File: src/rtl/core/blmc_pkg.sv
// ----------------------------------------------------------------------------
// blmc_pkg
// Types, codes and reset values for the blink mode controller.
// ----------------------------------------------------------------------------
package blmc_pkg;

	localparam int CODE_LENGTH = 5;
	localparam int INTERVAL_W  = 16;
	localparam int SECRET_W    = 10;
	localparam int KEY_BITS    = 2 * CODE_LENGTH;
	localparam int SECRET_EXT_W = (KEY_BITS > SECRET_W) ? KEY_BITS : SECRET_W;
	localparam int KCNT_W      = $clog2(CODE_LENGTH + 1);
	localparam int CFG_ADDR_W  = 2;

	localparam logic [INTERVAL_W-1:0] SLOW_RESET   = INTERVAL_W'(1000);
	localparam logic [INTERVAL_W-1:0] MID_RESET    = INTERVAL_W'(500);
	localparam logic [INTERVAL_W-1:0] FAST_RESET   = INTERVAL_W'(125);
	localparam logic [SECRET_W-1:0]   SECRET_RESET = SECRET_W'(421);
	localparam logic [INTERVAL_W-1:0] ELAPSED_MAX  = '1;

	localparam logic       CMD_TICK = 1'b0;
	localparam logic [1:0] BTN_ONE  = 2'd1;
	localparam logic [1:0] BTN_TWO  = 2'd2;

	localparam logic [CFG_ADDR_W-1:0] REG_SLOW   = 2'd0;
	localparam logic [CFG_ADDR_W-1:0] REG_MID    = 2'd1;
	localparam logic [CFG_ADDR_W-1:0] REG_FAST   = 2'd2;
	localparam logic [CFG_ADDR_W-1:0] REG_SECRET = 2'd3;

	localparam logic RET_OFF = 1'b0;
	localparam logic RET_ON  = 1'b1;

	typedef enum logic [2:0] {
		MODE_SLOW = 3'd0,
		MODE_MID  = 3'd1,
		MODE_FAST = 3'd2,
		MODE_OFF  = 3'd3,
		MODE_ON   = 3'd4,
		MODE_WAIT = 3'd5
	} mode_t;

	typedef struct packed {
		logic [INTERVAL_W-1:0] slow;
		logic [INTERVAL_W-1:0] mid;
		logic [INTERVAL_W-1:0] fast;
		logic [SECRET_W-1:0]   secret;
	} cfg_t;

	typedef struct packed {
		mode_t                       mode;
		logic                        ret;
		logic                        led;
		logic                        phase;
		logic [INTERVAL_W-1:0]       elapsed;
		logic [CODE_LENGTH-1:0][1:0] keys;
		logic [KCNT_W-1:0]           kcnt;
		logic                        pend_valid;
		logic [1:0]                  pend_button;
	} state_t;

	typedef struct packed {
		mode_t mode;
		logic  led_level;
	} res_t;

	// status of the result buffer
	typedef struct packed {
		logic out_valid;
		logic skid_valid;
	} obuf_stat_t;

endpackage

File: src/rtl/core/blink_mode_controller_with_code_lock.sv
// ----------------------------------------------------------------------------
// blink_mode_controller_with_code_lock
// LED mode controller with blink timing and a button code lock.
// Each accepted word's result is registered in the output or skid register.
// Throughput: one word per cycle while s_tready is high (skid entry empty).
// A two-entry result buffer keeps s_tready high while one result waits.
// Reset (arst_n low) restores registers, mode, LED and buffers at once.
// ----------------------------------------------------------------------------
module blink_mode_controller_with_code_lock
	import blmc_pkg::*;
(
	input  logic                  clk,
	input  logic                  arst_n,
	input  logic                  s_tvalid,
	output logic                  s_tready,
	input  logic [7:0]            s_tdata,   // [1:0] button, [7:2] zero
	input  logic                  s_tuser,   // [0] command
	output logic                  m_tvalid,
	input  logic                  m_tready,
	output logic [7:0]            m_tdata,   // [0] led_level, [3:1] mode, [7:4] zero
	input  logic                  cfg_we,
	input  logic [CFG_ADDR_W-1:0] cfg_addr,
	input  logic [INTERVAL_W-1:0] cfg_wdata
);

	cfg_t       cfg_q;
	state_t     st_q;
	state_t     st_nx;
	obuf_stat_t ob_stat;
	res_t       res_nx;
	res_t       res_out;
	logic       accept;

	always_ff @(posedge clk or negedge arst_n) begin
		if (!arst_n) begin
			cfg_q.slow   <= SLOW_RESET;
			cfg_q.mid    <= MID_RESET;
			cfg_q.fast   <= FAST_RESET;
			cfg_q.secret <= SECRET_RESET;
		end else if (cfg_we) begin
			case (cfg_addr)
				REG_SLOW:   cfg_q.slow   <= cfg_wdata;
				REG_MID:    cfg_q.mid    <= cfg_wdata;
				REG_FAST:   cfg_q.fast   <= cfg_wdata;
				REG_SECRET: cfg_q.secret <= cfg_wdata[SECRET_W-1:0];
				default:    cfg_q        <= cfg_q;
			endcase
		end
	end

	assign s_tready = !ob_stat.skid_valid;
	assign accept   = s_tvalid && s_tready;

	blmc_step u_step (
		.st      (st_q),
		.cfg     (cfg_q),
		.command (s_tuser),
		.button  (s_tdata[1:0]),
		.st_nx   (st_nx)
	);

	always_ff @(posedge clk or negedge arst_n) begin
		if (!arst_n) begin
			st_q.mode        <= MODE_SLOW;
			st_q.ret         <= RET_OFF;
			st_q.led         <= 1'b1;
			st_q.phase       <= 1'b0;
			st_q.elapsed     <= '0;
			st_q.keys        <= '0;
			st_q.kcnt        <= '0;
			st_q.pend_valid  <= 1'b0;
			st_q.pend_button <= '0;
		end else if (accept) begin
			st_q <= st_nx;
		end
	end

	assign res_nx.mode      = st_nx.mode;
	assign res_nx.led_level = st_nx.led;

	blmc_obuf u_obuf (
		.clk       (clk),
		.arst_n    (arst_n),
		.push      (accept),
		.push_data (res_nx),
		.pop_ready (m_tready),
		.out_data  (res_out),
		.stat      (ob_stat)
	);

	assign m_tvalid = ob_stat.out_valid;
	assign m_tdata  = {4'b0000, res_out.mode, res_out.led_level};

	a_skid_needs_out: assert property (@(posedge clk) disable iff (!arst_n)
		ob_stat.skid_valid |-> ob_stat.out_valid)
		else $error("skid entry held without an output entry");

	a_skid_holds: assert property (@(posedge clk) disable iff (!arst_n)
		(ob_stat.skid_valid && !m_tready) |=> ob_stat.skid_valid)
		else $error("skid entry lost while stalled");

	a_kcnt_range: assert property (@(posedge clk) disable iff (!arst_n)
		st_q.kcnt < KCNT_W'(CODE_LENGTH))
		else $error("key count out of range");

	a_off_led: assert property (@(posedge clk) disable iff (!arst_n)
		(st_q.mode == MODE_OFF) |-> !st_q.led)
		else $error("LED lit in off mode");

	a_on_led: assert property (@(posedge clk) disable iff (!arst_n)
		(st_q.mode == MODE_ON) |-> st_q.led)
		else $error("LED dark in on mode");

endmodule

File: src/rtl/core/blmc_step.sv
// ----------------------------------------------------------------------------
// blmc_step
// Next-state logic for one word: tick/press bookkeeping, blinking, code lock.
// ----------------------------------------------------------------------------
module blmc_step
	import blmc_pkg::*;
(
	input  state_t     st,
	input  cfg_t       cfg,
	input  logic       command,
	input  logic [1:0] button,
	output state_t     st_nx
);

	logic [INTERVAL_W-1:0]       elapsed1;
	logic                        blink_mode;
	logic [INTERVAL_W-1:0]       blink_iv;
	logic                        do_toggle;
	logic [1:0]                  pend_b1;
	logic [SECRET_EXT_W-1:0]     secret_ext;
	logic [CODE_LENGTH-1:0][1:0] keys_nx;
	logic [KCNT_W-1:0]           kcnt_inc;
	logic                        code_ok;
	state_t                      st_mode;

	always_comb begin
		elapsed1 = st.elapsed;
		if (command == CMD_TICK && st.elapsed != ELAPSED_MAX)
			elapsed1 = st.elapsed + 1'b1;
	end

	always_comb begin
		blink_mode = 1'b1;
		case (st.mode)
			MODE_SLOW: blink_iv = cfg.slow;
			MODE_MID:  blink_iv = cfg.mid;
			MODE_FAST: blink_iv = cfg.fast;
			default: begin
				blink_iv   = cfg.slow;
				blink_mode = 1'b0;
			end
		endcase
	end

	assign do_toggle = blink_mode && (elapsed1 >= blink_iv);

	// pending button as seen after this word's event
	assign pend_b1 = (command != CMD_TICK) ? button : st.pend_button;

	// key buffer write and compare against the secret, zero beyond its width
	assign secret_ext = SECRET_EXT_W'(cfg.secret);
	assign kcnt_inc   = st.kcnt + 1'b1;

	always_comb begin
		keys_nx = st.keys;
		for (int i = 0; i < CODE_LENGTH; i++) begin
			if (st.kcnt == KCNT_W'(i))
				keys_nx[i] = pend_b1;
		end
	end

	always_comb begin
		code_ok = 1'b1;
		for (int i = 0; i < CODE_LENGTH; i++) begin
			if (keys_nx[i] != secret_ext[2*i +: 2])
				code_ok = 1'b0;
		end
	end

	// next mode and bookkeeping
	always_comb begin
		st_mode         = st;
		st_mode.elapsed = elapsed1;
		if (command != CMD_TICK) begin
			st_mode.pend_valid  = 1'b1;
			st_mode.pend_button = button;
		end
		if (do_toggle) begin
			st_mode.led     = st.phase;
			st_mode.phase   = ~st.phase;
			st_mode.elapsed = '0;
		end
		case (st.mode)
			MODE_SLOW: begin
				if (st_mode.pend_valid) begin
					st_mode.pend_valid = 1'b0;
					if (st_mode.pend_button == BTN_ONE)
						st_mode.mode = MODE_WAIT;
					else if (st_mode.pend_button == BTN_TWO)
						st_mode.mode = MODE_MID;
				end
			end
			MODE_MID: begin
				if (st_mode.pend_valid) begin
					st_mode.pend_valid = 1'b0;
					if (st_mode.pend_button == BTN_ONE)
						st_mode.mode = MODE_ON;
					else if (st_mode.pend_button == BTN_TWO)
						st_mode.mode = MODE_SLOW;
				end
			end
			MODE_FAST: begin
				if (st_mode.pend_valid) begin
					st_mode.pend_valid = 1'b0;
					st_mode.keys       = keys_nx;
					if (kcnt_inc >= KCNT_W'(CODE_LENGTH)) begin
						st_mode.kcnt = '0;
						if (code_ok)
							st_mode.mode = (st.ret == RET_ON) ? MODE_ON : MODE_OFF;
					end else begin
						st_mode.kcnt = kcnt_inc;
					end
				end
			end
			MODE_WAIT: begin
				if (elapsed1 >= cfg.slow)
					st_mode.mode = MODE_OFF;
			end
			MODE_OFF: begin
				if (st_mode.pend_valid) begin
					st_mode.pend_valid = 1'b0;
					if (st_mode.pend_button == BTN_ONE) begin
						st_mode.mode = MODE_SLOW;
						st_mode.ret  = RET_OFF;
					end else if (st_mode.pend_button == BTN_TWO) begin
						st_mode.mode = MODE_FAST;
						st_mode.ret  = RET_OFF;
					end
				end
			end
			MODE_ON: begin
				if (st_mode.pend_valid) begin
					st_mode.pend_valid = 1'b0;
					if (st_mode.pend_button == BTN_ONE) begin
						st_mode.mode = MODE_MID;
					end else if (st_mode.pend_button == BTN_TWO) begin
						st_mode.mode = MODE_FAST;
						st_mode.ret  = RET_ON;
					end
				end
			end
			default: st_mode.mode = MODE_SLOW;
		endcase
	end

	// steady modes drive the LED level directly
	always_comb begin
		st_nx = st_mode;
		case (st_mode.mode)
			MODE_OFF: st_nx.led = 1'b0;
			MODE_ON:  st_nx.led = 1'b1;
			default:  st_nx.led = st_mode.led;
		endcase
	end

endmodule

File: src/rtl/core/blmc_obuf.sv
// ----------------------------------------------------------------------------
// blmc_obuf
// Two-entry result buffer: output register plus skid register.
// ----------------------------------------------------------------------------
module blmc_obuf
	import blmc_pkg::*;
(
	input  logic       clk,
	input  logic       arst_n,
	input  logic       push,
	input  res_t       push_data,
	input  logic       pop_ready,
	output res_t       out_data,
	output obuf_stat_t stat
);

	logic out_valid_q;
	logic skid_valid_q;
	res_t out_q;
	res_t skid_q;
	logic pop;

	assign pop = out_valid_q && pop_ready;

	always_ff @(posedge clk or negedge arst_n) begin
		if (!arst_n) begin
			out_valid_q  <= 1'b0;
			skid_valid_q <= 1'b0;
		end else if (skid_valid_q) begin
			if (pop)
				skid_valid_q <= 1'b0;
		end else if (push) begin
			if (out_valid_q && !pop)
				skid_valid_q <= 1'b1;
			else
				out_valid_q <= 1'b1;
		end else if (pop) begin
			out_valid_q <= 1'b0;
		end
	end

	always_ff @(posedge clk) begin
		if (skid_valid_q) begin
			if (pop)
				out_q <= skid_q;
		end else if (push) begin
			if (out_valid_q && !pop)
				skid_q <= push_data;
			else
				out_q <= push_data;
		end
	end

	assign out_data        = out_q;
	assign stat.out_valid  = out_valid_q;
	assign stat.skid_valid = skid_valid_q;

endmodule
File: config.mk
export PLATFORM = sky130hd
export DESIGN_NAME = blink_mode_controller_with_code_lock
export DESIGN_NICKNAME = d
export VERILOG_FILES = /design/src/rtl/core/blmc_pkg.sv /design/src/rtl/core/blink_mode_controller_with_code_lock.sv /design/src/rtl/core/blmc_step.sv /design/src/rtl/core/blmc_obuf.sv
export SDC_FILE = /design/constraint.sdc
export NUM_CORES = 1
export LEC_CHECK = 0
export BUFFER_PORTS_ARGS = -buffer_cell sky130_fd_sc_hd__buf_2
export CORE_MARGIN = 8
export CORE_UTILIZATION = 40
export DETAILED_ROUTE_END_ITERATION = 8
export PLACE_DENSITY_LB_ADDON = 0.15
export SLEW_MARGIN = 20
export SYNTH_ARGS = -nofsm -noshare
export SYNTH_HDL_FRONTEND = slang
export SYNTH_HIERARCHICAL = 1
export SYNTH_SLANG_ARGS = --single-unit
File: constraint.sdc
create_clock -name clk -period 9.3 [get_ports clk]
set_input_delay 1.86 -clock clk [delete_from_list [all_inputs] [get_ports clk]]
set_output_delay 1.86 -clock clk [all_outputs]
set_load 0.01 [all_outputs]
After elaboration in Yosys (flattened, before gate mapping)
Cells that the tools add are included.

Reductions and logical operators: 25. Multiplexer cells: 50. Magnitude comparators: 3. Add/sub/neg operators: 2. Equal/unequal tests: 30. Bitwise operators: 3.

Operators by type and width (count): $mux 3 (14); $mux 4 (9); $ge 16x16->1 (2); $pmux 16 s2 (1); $mux 18 (1); $pmux 3 s6 (1); $add 16x1->16 const B (1); $mux 16 (1); $ne 16x16->1 const B (1); $eq 3x2->1 const B (5); $mux 1 (14); $eq 3x3->1 const B (4); $mux 2 (6); $reduce_and 3->1 (4); $ne 2x2->1 (5); $ne 2x2->1 const B (5); $reduce_and 2->1 (5); $reduce_and 7->1 (1); $eq 2x2->1 const B (3); $eq 3x1->1 const B (2); $logic_not 3->1 (2); $pmux 1 s2 (3); $reduce_bool 2->1 (3); $logic_and 1x1->1 (5); other kinds (10) (15).

Output and inout port bits: 10. Word-level logic and storage cells: 136. Register bits after elaboration: 106. Bits of input ports: 32.

Longest topological paths before layout
Word-level depth: 17. Depth in mapped cells: 17. Gate-level depth less buffers: 16.

Hierarchy
The synthesis kept the hierarchy.

By module, submodules not included: blink_mode_controller_with_code_lock (area each 3663.5 sq um, cells an instance 210, times used 1, seq. area each 2432.3 sq um); blmc_step (area each 2316.0 sq um, cells an instance 342, times used 1, seq. area each 0.0 sq um); blmc_obuf (area each 436.7 sq um, cells an instance 26, times used 1, seq. area each 290.3 sq um).

Least setup slack after synthesis
Ideal clock, no wire load.

Path type: input to register. Start point: in s_tuser. End point: reg u_obuf.out_q, in the netlist u_obuf/out_data[0] (data pin). Setup time: 0.260 ns. Slack: 4.208 ns. Data required time: 9.040 ns. Stages on the path: 15. Arrival: 4.832 ns. Path buffers: 2. Path through: buf_6 a21oi_1 and3_1 clkbuf_1 xor2_1 ha_1 a21o_1 a2111oi_0 o21ai_0 a21oi_1 o21ai_1 mux2_2 nand3_2 a32oi_2 mux2_4.

RTL lines: start, declared (line blink_mode_controller_with_code_lock.sv:17) `input logic s_tuser,`; end signal, assigned (line blmc_obuf.sv:45) `out_q <= skid_q;`; end signal, assigned (line blmc_obuf.sv:50) `out_q <= push_data;`; end, declared (line blmc_obuf.sv:19) `res_t out_q;`.

==> results.sh <==
export IMPL_yosysSeqAreaShare_pct=42.4
export IMPL_crit_buf_inv=1
export IMPL_worstPathMaxFanout=9
export IMPL_cts_max_level=3
export IMPL_clk_latency_ns=0.35
export IMPL_critPathKind="primary input to flip-flop"
export IMPL_yosysWarningCount=6
export IMPL_layout_drive_gt1_share_pct=31.9
export IMPL_cts_sinks=106
export IMPL_synth_edff_count=8
export IMPL_ys_top_cells_by_count="mux2_2, dfrtp_1, a21oi_1, ha_1, inv_1"
export IMPL_dieHeight_um=143
export IMPL_clock_fmax_mhz=184
export IMPL_finalHoldViolations=0
export IMPL_vias=4360
export IMPL_grt_max_degree=68
export IMPL_cp_start_kind="primary input"
export IMPL_async_flop_share_pct=92.5
export IMPL_path_clk_slew_ns=0.07
export IMPL_cts_tree="yes"
export IMPL_stdcell_count=824
export IMPL_stdcell_area_mm2=0.00709
export IMPL_hold_class="flip-flop to flip-flop"
export IMPL_place_gp_congestion=0.829
export IMPL_max_slew_worst_pin_slew_ns=0.959
export IMPL_die_area_mm2=0.0203
export IMPL_postCtsSetupBuffers=0
export IMPL_cp_required_ns=9.41
export IMPL_slowest_delay_ns=0.60
export IMPL_wire_per_inst_um=16.8
export IMPL_irDropWorstVdd_mv=0.114
export IMPL_synthesis_area_mm2=0.00642
export IMPL_cts_buffers=9
export IMPL_drc_errors=0
export IMPL_dpl_instance_area_mm2=0.00676
export IMPL_p_leak_nw=3.12
export IMPL_cts_buffer_depth=2
export IMPL_coreArea_mm2=0.0158
export IMPL_fin_crit_sh_pct=58.6
export IMPL_cts_root_buf="clkbuf_16"
export IMPL_setup_viol=0
export IMPL_start_util_pct=40.7
export IMPL_outcome="completed"
export IMPL_worst_r2r_cell_count=15
export IMPL_finalNetCount=673
export IMPL_io_buffers=31
export IMPL_reg2reg_slack_ns=4.69
export IMPL_synth_area_top_cells="dfrtp_1, mux2_2, dfstp_2, ha_1, edfxtp_1"
export IMPL_min_to="cfg_q[18]$_DFFE_PN0P_"
export IMPL_totalWireLength_um=13900
export IMPL_die_x_um=143
export IMPL_fillers=1522
export IMPL_diodes=0
export IMPL_drtPass1Iterations=4
export IMPL_grt_pass1_wl_um=23200
export IMPL_grt_usage_pct=14.3
export IMPL_avgViaCountPerCell=5.29
export IMPL_antenna_left=0
export IMPL_ctsHoldBuffers=0
export IMPL_maxSlewHeadroom_pct=36.0
export IMPL_place_worst_setup_slack_ns=3.59
export IMPL_ys_ff_latch=106
export IMPL_crit_start="s_tuser"
export IMPL_critPathTopFamily="compound AO/OA/AOI/OAI gates"
export IMPL_grt_overflow=0
export IMPL_fin_crit_ns=5.45
export IMPL_yosys_area_top_type_share_pct=28.9
export IMPL_p_per_area_mw_per_mm2=262
export IMPL_min_delay_start="cfg_q[18]$_DFFE_PN0P_"
export IMPL_synthFlopType="dfrtp_1"
export IMPL_cts_resized_gates=0
export IMPL_endpoint_kind="flip-flop"
export IMPL_antenna_found_initial=0
export IMPL_crit_arrival_ns=5.55
export IMPL_yosysMostFrequentCell="mux2_2"
export IMPL_pin_count=42
export IMPL_synth_avg_cell_area_um2=11.1
export IMPL_cpMaxStageDelayCell="a2111oi_0"
export IMPL_hpwl_um=10100
export IMPL_rows=46
export IMPL_rsz0062_at_grt="false"
export IMPL_cp_cell_sequence="buf_2 > a21oi_1 > and4_1 > nand2b_1 > xnor2_1 > ha_1 > a211oi_1 > nand2_1 > a2111oi_0 > a21oi_1 > o211ai_1 > nand2_1 > mux2_4"
export IMPL_drv_slew=0
export IMPL_worst_slack_ns=3.85
export IMPL_reg2reg_to="u_obuf/out_data[2]$_DFFE_PP_"
export IMPL_finClkSkew_ns=0.00964
export IMPL_synthDistinctLibCells=61
export IMPL_r2r_start="st_q[21]$_DFFE_PN0P_"
export IMPL_grt_pass1_vias=4510
export IMPL_maxCapViolations=0
export IMPL_p_total_mw=1.86
export IMPL_finalSetupTns_ns=0
export IMPL_synth_area_leader_cell="dfrtp_1"
export IMPL_drt_iter0_markers=194
export IMPL_syn_inst=578
export IMPL_numPlacedInstances=808
export IMPL_hold_depth=1
export IMPL_syn2layout_area_growth_pct=10.5
-- worst register-to-register path, cell delays in order, from the launching register on --
cell and delay (ns):
dfrtp_1 0.42, and4_1 0.22, nand4_1 0.12, nor2_1 0.11, a21oi_1 0.39, and4_1 0.42
nand2b_1 0.11, xnor2_1 0.28, ha_1 0.34, a211oi_1 0.26, nand2_1 0.14, a2111oi_0 0.60
a21oi_1 0.26, o211ai_1 0.29, nand2_1 0.14, mux2_4 0.28
-- layout by cell type, fill, tap and decap left out, types with 6 or more instances in the layout --
master	netlist	layout
mux2_2	98	98
dfrtp_1	74	74
a21oi_1	46	46
ha_1	38	38
inv_1	32	32
buf_2	3	30
nor2_1	27	27
nand2_1	27	27
dfstp_2	24	24
xnor2_1	18	18
a22o_1	17	17
nor2b_1	18	17
o21ai_0	16	16
nand3_1	12	12
clkbuf_16	0	10
nand2b_1	10	10
edfxtp_1	8	8
and2_1	7	7
nand4_1	7	7
buf_4	9	6
a211oi_1	6	6
-- layer usage --
metal | wire length, um | global-route usage [%] | vias to the layer above | part of all wire [%]
li1 | - | - | 2135 | -
met1 | 7090 | 19.8 | 2139 | 51
met3 | 321 | 2.00 | 21 | 2.3
met2 | 6200 | 22.3 | 65 | 45
met5 | 0 | 0 | - | 0
met4 | 247 | 5.15 | 0 | 1.8
-- how the worst max path moves through the flow --
stage | endpoint | depth (start not counted)
final | u_obuf/out_data[2]$_DFFE_PP_ | 13
after global routing | u_obuf/out_data[2]$_DFFE_PP_ | 13
after CTS | u_obuf/out_data[2]$_DFFE_PP_ | 13
after detailed placement | u_obuf/out_data[2]$_DFFE_PP_ | 13
after global placement | u_obuf/out_data[2]$_DFFE_PP_ | 13
after floorplan | u_obuf/out_data[0]$_DFFE_PP_ | 15
-- final cells by class --
class                      instances  area, um2  share of cell area [%]
clock inverter                     4       73.8                    1.04
tap                              216        270                    3.81
clock buffer                      12        258                    3.64
sequential                       106       2720                    38.4
inverter                          32        120                    1.69
multi-input combinational        417       3420                    48.3
timing repair buffer              37        223                    3.14
-- where the power goes --
| part | switching (mW) | internal, mW | total (mW) | leakage [nW] |
|---|---|---|---|---|
| Combinational | 0.381 | 0.352 | 0.733 | 1.70 |
| Clock | 0.170 | 0.253 | 0.423 | 0.162 |
| Sequential | 0.107 | 0.596 | 0.703 | 1.26 |
| Total | 0.658 | 1.20 | 1.86 | 3.12 |
-- through the flow --
step / util [%] / hold WS, ns
floorplan: - / 0.480
finish: 44.9 / 0.510
global route: 44.9 / 0.520
detailed placement: 42.8 / 0.495
CTS: 44.9 / 0.511
global placement: 42.6 / 0.489
-- cell families after synthesis --
family,after synthesis,synth area share (%)
AND/OR/NAND/NOR,130,11.2
other,1,0.0584
buffers and inverters,58,4.72
XOR/XNOR,22,3.00
AO/OA/AOI/OAI,117,12.2
flip-flops,106,42.4
adder cells (fa/ha/maj),38,7.41
multiplexers,106,19.0
-- state kept, by name, indices dropped and copies added (netlist names) --
name	cells
cfg_q	58
st_q	38
u_obuf/out_data	4
u_obuf/out_valid_q	1
u_obuf/skid_q	4
u_obuf/skid_valid_q	1
No activity file was read; power rests on OpenSTA's default activity.
